[src/rtl/fdcs_pkg.sv]
// fdcs_pkg: shared types, register indexes, fan curve table and pwm scaling
// for the fan duty curve slew controller
// no dependencies
`default_nettype none

package fdcs_pkg;

  localparam int unsigned TempW = 8;
  localparam int unsigned DutyW = 7;
  localparam int unsigned PwmW  = 8;
  localparam int unsigned CfgIdxW = 3;

  // configuration register indexes
  localparam logic [CfgIdxW-1:0] CfgAutoEnable = 3'd0;
  localparam logic [CfgIdxW-1:0] CfgMinDuty    = 3'd1;
  localparam logic [CfgIdxW-1:0] CfgRiseLimit  = 3'd2;
  localparam logic [CfgIdxW-1:0] CfgRiseStep   = 3'd3;
  localparam logic [CfgIdxW-1:0] CfgFallLimit  = 3'd4;
  localparam logic [CfgIdxW-1:0] CfgFallStep   = 3'd5;

  localparam logic [DutyW-1:0] DutyMax      = 7'd100;
  localparam logic [TempW-1:0] CurveLowTemp  = 8'd56;
  localparam logic [TempW-1:0] CurveHighTemp = 8'd95;
  localparam logic [DutyW-1:0] CurveLowDuty  = 7'd30;
  localparam logic [DutyW-1:0] CurveHighDuty = 7'd100;

  typedef struct packed {
    logic [TempW-1:0] cpu_deg;
    logic [TempW-1:0] gpu_deg;
  } fdcs_in_t;

  typedef struct packed {
    logic [DutyW-1:0] duty_percent;
    logic [PwmW-1:0]  cpu_pwm;
    logic [PwmW-1:0]  gpu_pwm;
    logic             duty_changed;
    logic [TempW-1:0] hottest_temp;
  } fdcs_out_t;

  // target duty for 56..95 degrees
  localparam logic [DutyW-1:0] FanCurve [40] = '{
    7'd30, 7'd31, 7'd31, 7'd31, 7'd32, 7'd32, 7'd32, 7'd33, 7'd33, 7'd34,
    7'd34, 7'd35, 7'd35, 7'd36, 7'd37, 7'd39, 7'd40, 7'd43, 7'd44, 7'd46,
    7'd48, 7'd52, 7'd53, 7'd55, 7'd57, 7'd60, 7'd62, 7'd65, 7'd67, 7'd70,
    7'd75, 7'd80, 7'd82, 7'd85, 7'd87, 7'd90, 7'd93, 7'd95, 7'd95, 7'd100
  };

  function automatic logic [DutyW-1:0] curve_lookup(input logic [TempW-1:0] t);
    logic [TempW-1:0] ofs;
    ofs = t - CurveLowTemp;
    if (t >= CurveHighTemp) begin
      return CurveHighDuty;
    end else if (t <= CurveLowTemp) begin
      return CurveLowDuty;
    end else begin
      return FanCurve[ofs[5:0]];
    end
  endfunction

  // (duty*255 + bias) / 100 by reciprocal multiply, exact for duty <= 100
  localparam int unsigned RecipShift = 21;
  localparam logic [14:0] Recip100   = 15'd20972;

  function automatic logic [PwmW-1:0] pwm_scale(input logic [DutyW-1:0] duty,
                                                input logic             round_up);
    logic [14:0] x;
    logic [29:0] prod;
    x    = ({8'd0, duty} << 8) - {8'd0, duty} + (round_up ? 15'd50 : 15'd0);
    prod = {15'd0, x} * {15'd0, Recip100};
    return prod[RecipShift +: PwmW];
  endfunction

endpackage

`default_nettype wire

[src/rtl/fan_duty_curve_slew_controller.sv]
// fan_duty_curve_slew_controller: top level, fan curve lookup, slew limit and pwm
// depends on fdcs_pkg
//
// Each accepted beat carries one cpu/gpu temperature sample. The hotter one is
// mapped through the fixed fan curve; while auto enable is set the held duty
// moves toward that target under the rise/fall slew limits and the min_duty
// floor. One result beat (duty, truncated and rounded 8-bit pwm, change flag,
// hottest temperature) comes out of the result register on the cycle after
// acceptance. A new sample is taken every cycle unless the input stalls, which
// happens only while the single result register holds a beat the sink stalls.
// Configuration writes are always ready and take effect on the next sample.
`default_nettype none

module fan_duty_curve_slew_controller (
  input  wire logic                         clk_i,
  input  wire logic                         rst_ni,
  input  wire logic                         in_valid_i,
  output logic                              in_stall_o,
  input  wire fdcs_pkg::fdcs_in_t           in_data_i,
  output logic                              out_valid_o,
  input  wire logic                         out_stall_i,
  output fdcs_pkg::fdcs_out_t               out_data_o,
  input  wire logic                         cfg_valid_i,
  output logic                              cfg_ready_o,
  input  wire logic [fdcs_pkg::CfgIdxW-1:0] cfg_index_i,
  input  wire logic [fdcs_pkg::DutyW-1:0]   cfg_data_i
);

  logic                       auto_enable_q;
  logic [fdcs_pkg::DutyW-1:0] min_duty_q, rise_limit_q, rise_step_q;
  logic [fdcs_pkg::DutyW-1:0] fall_limit_q, fall_step_q;
  logic [fdcs_pkg::DutyW-1:0] duty_q, duty_d;
  logic                       out_valid_q;
  fdcs_pkg::fdcs_out_t        out_data_q, out_data_d;
  logic                       in_acc;
  logic                       changed;

  logic [fdcs_pkg::TempW-1:0] hot;
  logic [fdcs_pkg::DutyW-1:0] target;
  logic signed [8:0]          cur_s, tgt_s, min_s, cand_s;

  assign cfg_ready_o = 1'b1;
  assign in_stall_o  = out_valid_q & out_stall_i;
  assign in_acc      = in_valid_i & ~in_stall_o;
  assign out_valid_o = out_valid_q;
  assign out_data_o  = out_data_q;

  always_ff @(posedge clk_i or negedge rst_ni) begin
    if (!rst_ni) begin
      auto_enable_q <= 1'b1;
      min_duty_q    <= 7'd20;
      rise_limit_q  <= 7'd3;
      rise_step_q   <= 7'd2;
      fall_limit_q  <= 7'd1;
      fall_step_q   <= 7'd1;
    end else if (cfg_valid_i && cfg_ready_o) begin
      case (cfg_index_i)
        fdcs_pkg::CfgAutoEnable: auto_enable_q <= cfg_data_i[0];
        fdcs_pkg::CfgMinDuty:    min_duty_q    <= cfg_data_i;
        fdcs_pkg::CfgRiseLimit:  rise_limit_q  <= cfg_data_i;
        fdcs_pkg::CfgRiseStep:   rise_step_q   <= cfg_data_i;
        fdcs_pkg::CfgFallLimit:  fall_limit_q  <= cfg_data_i;
        fdcs_pkg::CfgFallStep:   fall_step_q   <= cfg_data_i;
        default: ;
      endcase
    end
  end

  always_comb begin
    hot    = (in_data_i.cpu_deg > in_data_i.gpu_deg) ? in_data_i.cpu_deg
                                                     : in_data_i.gpu_deg;
    target = fdcs_pkg::curve_lookup(hot);
    cur_s  = $signed({2'b00, duty_q});
    tgt_s  = $signed({2'b00, target});
    min_s  = $signed({2'b00, min_duty_q});
    cand_s = tgt_s;
    if (tgt_s > cur_s) begin
      if ((tgt_s - cur_s) > $signed({2'b00, rise_limit_q})) begin
        cand_s = cur_s + $signed({2'b00, rise_step_q});
      end
      if (cand_s < min_s) begin
        cand_s = min_s;
      end
    end else if (tgt_s < cur_s) begin
      if ((cur_s - tgt_s) > $signed({2'b00, fall_limit_q})) begin
        cand_s = cur_s - $signed({2'b00, fall_step_q});
      end
      if (cand_s < min_s) begin
        cand_s = min_s;
      end
    end
    // keep the candidate in 0..100
    if (cand_s < 9'sd0) begin
      cand_s = 9'sd0;
    end else if (cand_s > $signed({2'b00, fdcs_pkg::DutyMax})) begin
      cand_s = $signed({2'b00, fdcs_pkg::DutyMax});
    end
    changed = auto_enable_q && (cand_s != 9'sd0) && (cand_s != cur_s);
    duty_d  = changed ? cand_s[fdcs_pkg::DutyW-1:0] : duty_q;

    out_data_d.duty_percent = duty_d;
    out_data_d.cpu_pwm      = fdcs_pkg::pwm_scale(duty_d, 1'b0);
    out_data_d.gpu_pwm      = fdcs_pkg::pwm_scale(duty_d, 1'b1);
    out_data_d.duty_changed = changed;
    out_data_d.hottest_temp = hot;
  end

  always_ff @(posedge clk_i or negedge rst_ni) begin
    if (!rst_ni) begin
      duty_q      <= '0;
      out_valid_q <= 1'b0;
    end else begin
      if (in_acc) begin
        duty_q      <= duty_d;
        out_valid_q <= 1'b1;
      end else if (!out_stall_i) begin
        out_valid_q <= 1'b0;
      end
    end
  end

  // result payload, loaded only on an accepted beat
  always_ff @(posedge clk_i) begin
    if (in_acc) begin
      out_data_q <= out_data_d;
    end
  end

endmodule

`default_nettype wire

[config.mk]
export PLATFORM = sky130hd
export DESIGN_NAME = fan_duty_curve_slew_controller
export DESIGN_NICKNAME = d
export VERILOG_FILES = /design/src/rtl/fdcs_pkg.sv /design/src/rtl/fan_duty_curve_slew_controller.sv
export SDC_FILE = /design/constraint.sdc
export NUM_CORES = 1
export LEC_CHECK = 0
export CAP_MARGIN = 25
export CORE_ASPECT_RATIO = 0.8
export CORE_MARGIN = 2
export CORE_UTILIZATION = 55
export DETAILED_ROUTE_END_ITERATION = 12
export DONT_BUFFER_PORTS = 1
export GPL_TIMING_DRIVEN = 0
export PLACE_DENSITY = 0.7
export SLEW_MARGIN = 0
export SYNTH_ARGS = -nofsm -noshare
export SYNTH_HDL_FRONTEND = slang
export SYNTH_SLANG_ARGS = --single-unit
[constraint.sdc]
create_clock -name clk_i -period 31.9 [get_ports clk_i]
set_clock_uncertainty 0.15 [all_clocks]
set_input_delay 6.38 -clock clk_i [delete_from_list [all_inputs] [get_ports clk_i]]
set_output_delay 6.38 -clock clk_i [all_outputs]
set_load 0.01 [all_outputs]
# Word-level counts from Yosys, hierarchy flattened
# Memories as Yosys holds them, arrays and structs flattened.
# Cells that the tools add are included.
classes:
  mux: 19
  bitwise: 4
  order_cmp: 12
  n_eq_ne: 7
  n_reduce_logical: 10
  add_sub_neg: 7
  multipliers: 2
op_table:
  columns: ["operator", "n"]
  rows:
  - ["9-bit two-way mux", 10]
  - ["15-bit by 13-bit multiplier with 27-bit output (second input constant)", 2]
  - ["7-bit two-way mux", 5]
  - ["8-bit > comparator", 3]
  - ["7-bit by 7-bit subtractor with 8-bit output", 3]
  - ["9-bit by 8-bit less-than comparator with 1-bit output", 2]
  - ["8-bit two-way mux", 2]
  - ["15-bit by 6-bit adder with 15-bit output (second input constant)", 1]
  - ["15-bit by 7-bit subtractor with 15-bit output", 1]
  - ["2-bit AND reduction", 6]
  - ["9-bit by 8-bit > comparator with 1-bit output (second input constant)", 1]
  - ["9-bit by 1-bit less-than comparator with 1-bit output (second input constant)", 1]
  - ["9-bit by 8-bit != test with 1-bit output", 1]
  - ["9-bit nonzero test", 1]
  - ["7-bit by 7-bit adder with 8-bit output", 1]
  - ["8-bit by 7-bit greater-or-equal comparator with 1-bit output (second input constant)", 1]
  - ["8-bit by 6-bit less-or-equal comparator with 1-bit output (second input constant)", 1]
  - ["7-bit greater-or-equal comparator (second input constant)", 1]
  - ["7-bit > comparator", 1]
  - ["7-bit less-than comparator", 1]
  - ["6-bit inverter with 7-bit output", 1]
  - ["3-bit by 2-bit == test with 1-bit output (second input constant)", 2]
  - ["3-bit == test (second input constant)", 2]
  - ["6-bit subtractor (second input constant)", 1]
  - ["other kinds (7)", 10]
totals:
  inputBits: 31
  n_memories: 1
  register_bits: 76
  romBits: 448
mem_list:
  columns: ["name", "words", "word_bits", "rd", "rd_clocked_by_memory_dff", "write_ports", "line", "text"]
  rows:
  - ["(no name shown)", 64, 7, 1, 0, 0, "fdcs_pkg.sv:56", "return FanCurve[ofs[5:0]];"]

# Logic depth before layout (Yosys ltp)
depth:
  depth_word: 28
  mapped_depth: 86
  mapped_depth_nobuf: 81

# Worst setup path after synthesis
# OpenSTA, ideal clock, no wires.
synth_timing:
  path_type: "input to register"
  from: "input in_data_i[2] (netlist bit)"
  to: "register out_data_q (netlist bit out_data_o[16]), data pin"
  arrival_ns: 22.897
  path_buffers: 6
  stages: 80
  setup_time_ns: 0.258
  path_slack_ns: 8.595
  cell_sequence: "clkbuf_1 -> inv_1 -> ha_1 -> o21a_1 -> o31a_4 -> o21ai_4 -> nand2_2 -> clkbuf_1 -> o21ai_0 -> ha_1 -> nand2b_1 -> a211oi_1 -> or2_1 -> a2111oi_0 -> nor3_1 -> a21oi_1 -> inv_1 -> fa_1 -> (+44 left out) -> inv_1 -> fa_1 -> inv_1 -> fa_1 -> fa_1 -> inv_1 -> ha_1 -> a21o_1 -> a21o_1 -> a21oi_1 -> o311ai_0 -> a21oi_1 -> o21ai_0 -> nor2_1 -> o21ai_0 -> or4_1 -> a31oi_1 -> xnor2_1"
synth_rtl:
  columns: ["element", "line", "text"]
  rows:
  - ["start, declared", "fan_duty_curve_slew_controller.sv:19", "input wire fdcs_pkg::fdcs_in_t in_data_i,"]
  - ["end signal, assigned", "fan_duty_curve_slew_controller.sv:125", "out_data_q <= out_data_d;"]
  - ["end, declared", "fan_duty_curve_slew_controller.sv:34", "fdcs_pkg::fdcs_out_t out_data_q, out_data_d;"]

==> out/summary.log <==
INFO  setup_path     reg2reg_from=duty_q[0]
INFO  routing        drt_pass1_iterations=5
INFO  floorplan      floorplan.rows=53
INFO  grt            antenna_found_initial=0
INFO  yosys          synth_area_leader_cell=sky130_fd_sc_hd__ha_1
INFO  yosys          ys_types=102
INFO  routing        drt-met1-wl=17850um
INFO  placement      placedInstanceArea=15010squm
INFO  sta            max_freq=37.40MHz
INFO  cells_and_area antennaDiodeCount=0
INFO  routing        wl=35270um
INFO  yosys          synth_edf_count=32
INFO  sta            hold_slack=0.3654ns
INFO  setup_path     crit_path_depth=78
INFO  grt            grt_first_pass_wirelength=57960um
INFO  grt            pin_count_of_the_biggest_net_entering_global_routing=45
INFO  floorplan      coreArea=26130squm
INFO  grt            first_global_vias=11190
INFO  setup_path     timing.critical_path.to_type=register
INFO  setup_path     critical_path.slowest_cell=sky130_fd_sc_hd__xnor2_1
INFO  floorplan      die_height=149.5um
INFO  sta            hold_viol_final=0
INFO  setup_path     timing.critical_path.fanout_max=10
INFO  cells_and_area finish.net_count=2040
INFO  cts            clock_tree.buffer_depth=2
INFO  placement      port_buffers=0
INFO  sta            fin_setup_tns=0ns
INFO  cts            post_cts_resized=0
INFO  cts            number_of_cts_inserted_buffers=9
INFO  setup_path     worst_setup_path_startpoint=in_data_i[2]
INFO  floorplan      initial_core_util=55.67%
INFO  routing        post_drt_wl_per_cell=18.02um
INFO  routing        vias=11220
INFO  cells_and_area post_route_cells_drive_above_1_share=7.375%
INFO  setup_path     crit_type=in -> reg
INFO  cts            post-cts-setup-buffer-count=0
INFO  routing        met2WireLength=14830um
INFO  yosys          synth_nets=2026
INFO  routing        drc_violation_count_after_routing=0
INFO  sta            period_minus_slack=26.74ns
INFO  placement      place_congestion=0.9273
INFO  yosys          post_synth.cell_area_avg=9.201squm
INFO  cells_and_area postLayoutCoreUtil=58.65%
INFO  setup_path     timing.reg2reg.worst_path_depth=66
INFO  cts            cts_htree_levels=3
INFO  grt            globalRoute.totalOverflow=0
INFO  setup_path     delay_of_the_slowest_cell_on_the_worst_path=0.78ns
INFO  cells_and_area area_added_between_synthesis_and_finish=5.350%
INFO  routing        dr_wl_met3=2165um
INFO  cells_and_area final_area=15320squm
INFO  setup_path     path_delay_family=compound AO/OA/AOI/OAI gates
INFO  cts            clock_sinks=76
INFO  yosys          synth.cell_area=14550squm
INFO  sta            rsz0062_at_grt=no
INFO  hold_path      min-delay-path-class=reg -> reg
INFO  setup_path     critPathMostFrequentCell=sky130_fd_sc_hd__ha_1
INFO  grt            grtUsageTotal=26.73%
INFO  flow_run       cap_viol_max_count=0
INFO  placement      place.detailed.hpwl=29430um
INFO  setup_path     endpoint=out_data_o[16]
INFO  yosys          yosysSeqAreaShare=14.24%
INFO  yosys          postSynth.topFlopCell=sky130_fd_sc_hd__dfrtp_1
INFO  sta            worstMarginPinSlew=1.013ns
INFO  setup_path     start_kind=primary input
INFO  setup_path     regToRegSetupSlack=14.97ns
INFO  setup_path     cp.required=31.85ns
INFO  cts            clock-root-buffer=sky130_fd_sc_hd__clkbuf_16
INFO  cts            insertion_delay=0.36ns
INFO  cts            cts_tree=done
INFO  cts            path_clk_slew=0.07ns
INFO  yosys          async_reset_ff_share=57.89%
INFO  floorplan      die_width=185.8um
INFO  sta            post-route-period-util=83.81%
INFO  cts            cts-hold-fix-buffers=0
INFO  routing        drt.antenna.violating_nets=0
INFO  run_status     status=finished, final reports clean
INFO  floorplan      dieArea=27770squm
INFO  cells_and_area fillers=2378
INFO  yosys          fraction_of_synthesized_cell_area_taken_by_the_top_area_cell_type=24.26%
INFO  setup_path     cp.buffers_inverters=11
INFO  setup_path     terminus_of_the_critical_flop_to_flop_path=out_data_o[16]
INFO  sta            worst_slew_margin_rel=32.14%
INFO  routing        routed.top_layer=met4
INFO  sta            maxSlewViolCount=0
INFO  routing        detail_route.vias_per_cell=5.733
INFO  yosys          postSynthRegisterBits=76
INFO  routing        drt_first_iter_violations=860
INFO  yosys          ys.warnings.count=0
INFO  yosys          synthCells=1581
INFO  setup_path     critical_path_arrival=26.69ns
INFO  sta            setup_viol_count_final=0
INFO  yosys          post_synth_main_area_contributors=sky130_fd_sc_hd__ha_1, sky130_fd_sc_hd__fa_1, sky130_fd_sc_hd__inv_1
INFO  floorplan      num_io_pins=66
==> metal layers <==
| layer | vias up | GRT usage [%] |
|---|---|---|
| met5 | - | 0 |
| met4 | 0 | 5.039 |
| met3 | 36 | 4.575 |
| met2 | 339 | 39.57 |
| met1 | 5442 | 40.98 |
| li1 | 5402 | - |
==> kinds of logic after synthesis <==
kind of cell,after synthesis,synth area share [%]
flip-flops,76,14.24
adder cells (fa/ha/maj),414,42.42
other,1,0.02578
multiplexers,45,3.724
AO/OA/AOI/OAI,324,15.74
AND/OR/NAND/NOR,321,10.76
buffers and inverters,334,8.705
XOR/XNOR,66,4.378
==> Yosys cell counts (all sizes together), types with 8 or more instances <==
cell and count:
inv 307, ha 282, fa 132, nand2 109, o21ai 79, nor2 77
a21oi 65, xnor2 47, dfrtp 36, nor3 34, a21o 32, edfxtp 32
mux2 27, clkbuf 22, nand3 22, nor2b 19, mux2i 18, xor2 18
o21a 15, a211oi 13, and2 13, o31ai 13, o211ai 12, a31oi 10
nand2b 10, nand4 10, dfstp 8
==> through the flow <==
step                instances  worst slack, ns
global route             1957            3.730
global placement         1938            4.815
CTS                      1955            4.941
floorplan                1581            8.596
finish                   1957            5.165
detailed placement       1939            4.652
==> worst min-delay path by stage <==
| stage | from | slack, ns | end | depth (start not counted) |
|---|---|---|---|---|
| final | fall_step_q[1] | 0.37 | fall_step_q[1] | 1 |
| after global placement | fall_step_q[3] | 0.34 | fall_step_q[3] | 1 |
| after CTS | fall_step_q[5] | 0.37 | fall_step_q[5] | 1 |
| after floorplan | fall_step_q[1] | 0.33 | fall_step_q[1] | 1 |
| after detailed placement | fall_step_q[5] | 0.35 | fall_step_q[5] | 1 |
| after global routing | rise_step_q[3] | 0.38 | rise_step_q[3] | 1 |
==> layout make-up <==
type                            count  area [sq um]  area share [%]
Inverter                          307          1152           7.520
Buffer                             27         115.1          0.7511
Clock buffer                        9         225.2           1.470
Tap cell                          357         446.7           2.915
Multi-Input combinational cell   1171         11210           73.14
Clock inverter                      7         70.07          0.4572
Timing Repair Buffer                3         35.03          0.2286
Sequential cell                    76          2072           13.52
==> layout by cell type (no fill, tap or decap), drive strengths merged, types with 5 or more instances in the layout <==
cell,netlist,routed
nand3,22,22
a211oi,13,13
o21a,15,15
inv,307,310
a221oi,6,6
a211o,6,6
buf,5,8
xor2,18,18
a31oi,10,10
a22oi,6,6
o22ai,7,7
o21ai,79,79
a21oi,65,65
nand2,109,109
clkbuf,22,31
fa,132,132
o31ai,13,13
dfrtp,36,36
nand4,10,10
o21bai,7,7
mux2,27,27
or3,5,5
a21boi,5,5
xnor2,47,47
mux2i,18,18
nor2,77,77
nor2b,19,19
edfxtp,32,32
a21o,32,32
a2111oi,5,5
ha,282,282
o211ai,12,12
nand2b,10,10
nor3,34,34
and2,13,13
dfstp,8,8
==> registers in the layout, summed over array words and instances, names as in the netlist <==
register and cells:
rise_step_q 7, auto_enable_q 1, fall_limit_q 7, duty_q 7
rise_limit_q 7, fall_step_q 7, out_data_o 32, out_valid_o 1
min_duty_q 7
Power is not shown: default switching activity piles up to over one toggle a cycle in this logic, so the estimate is an artifact.
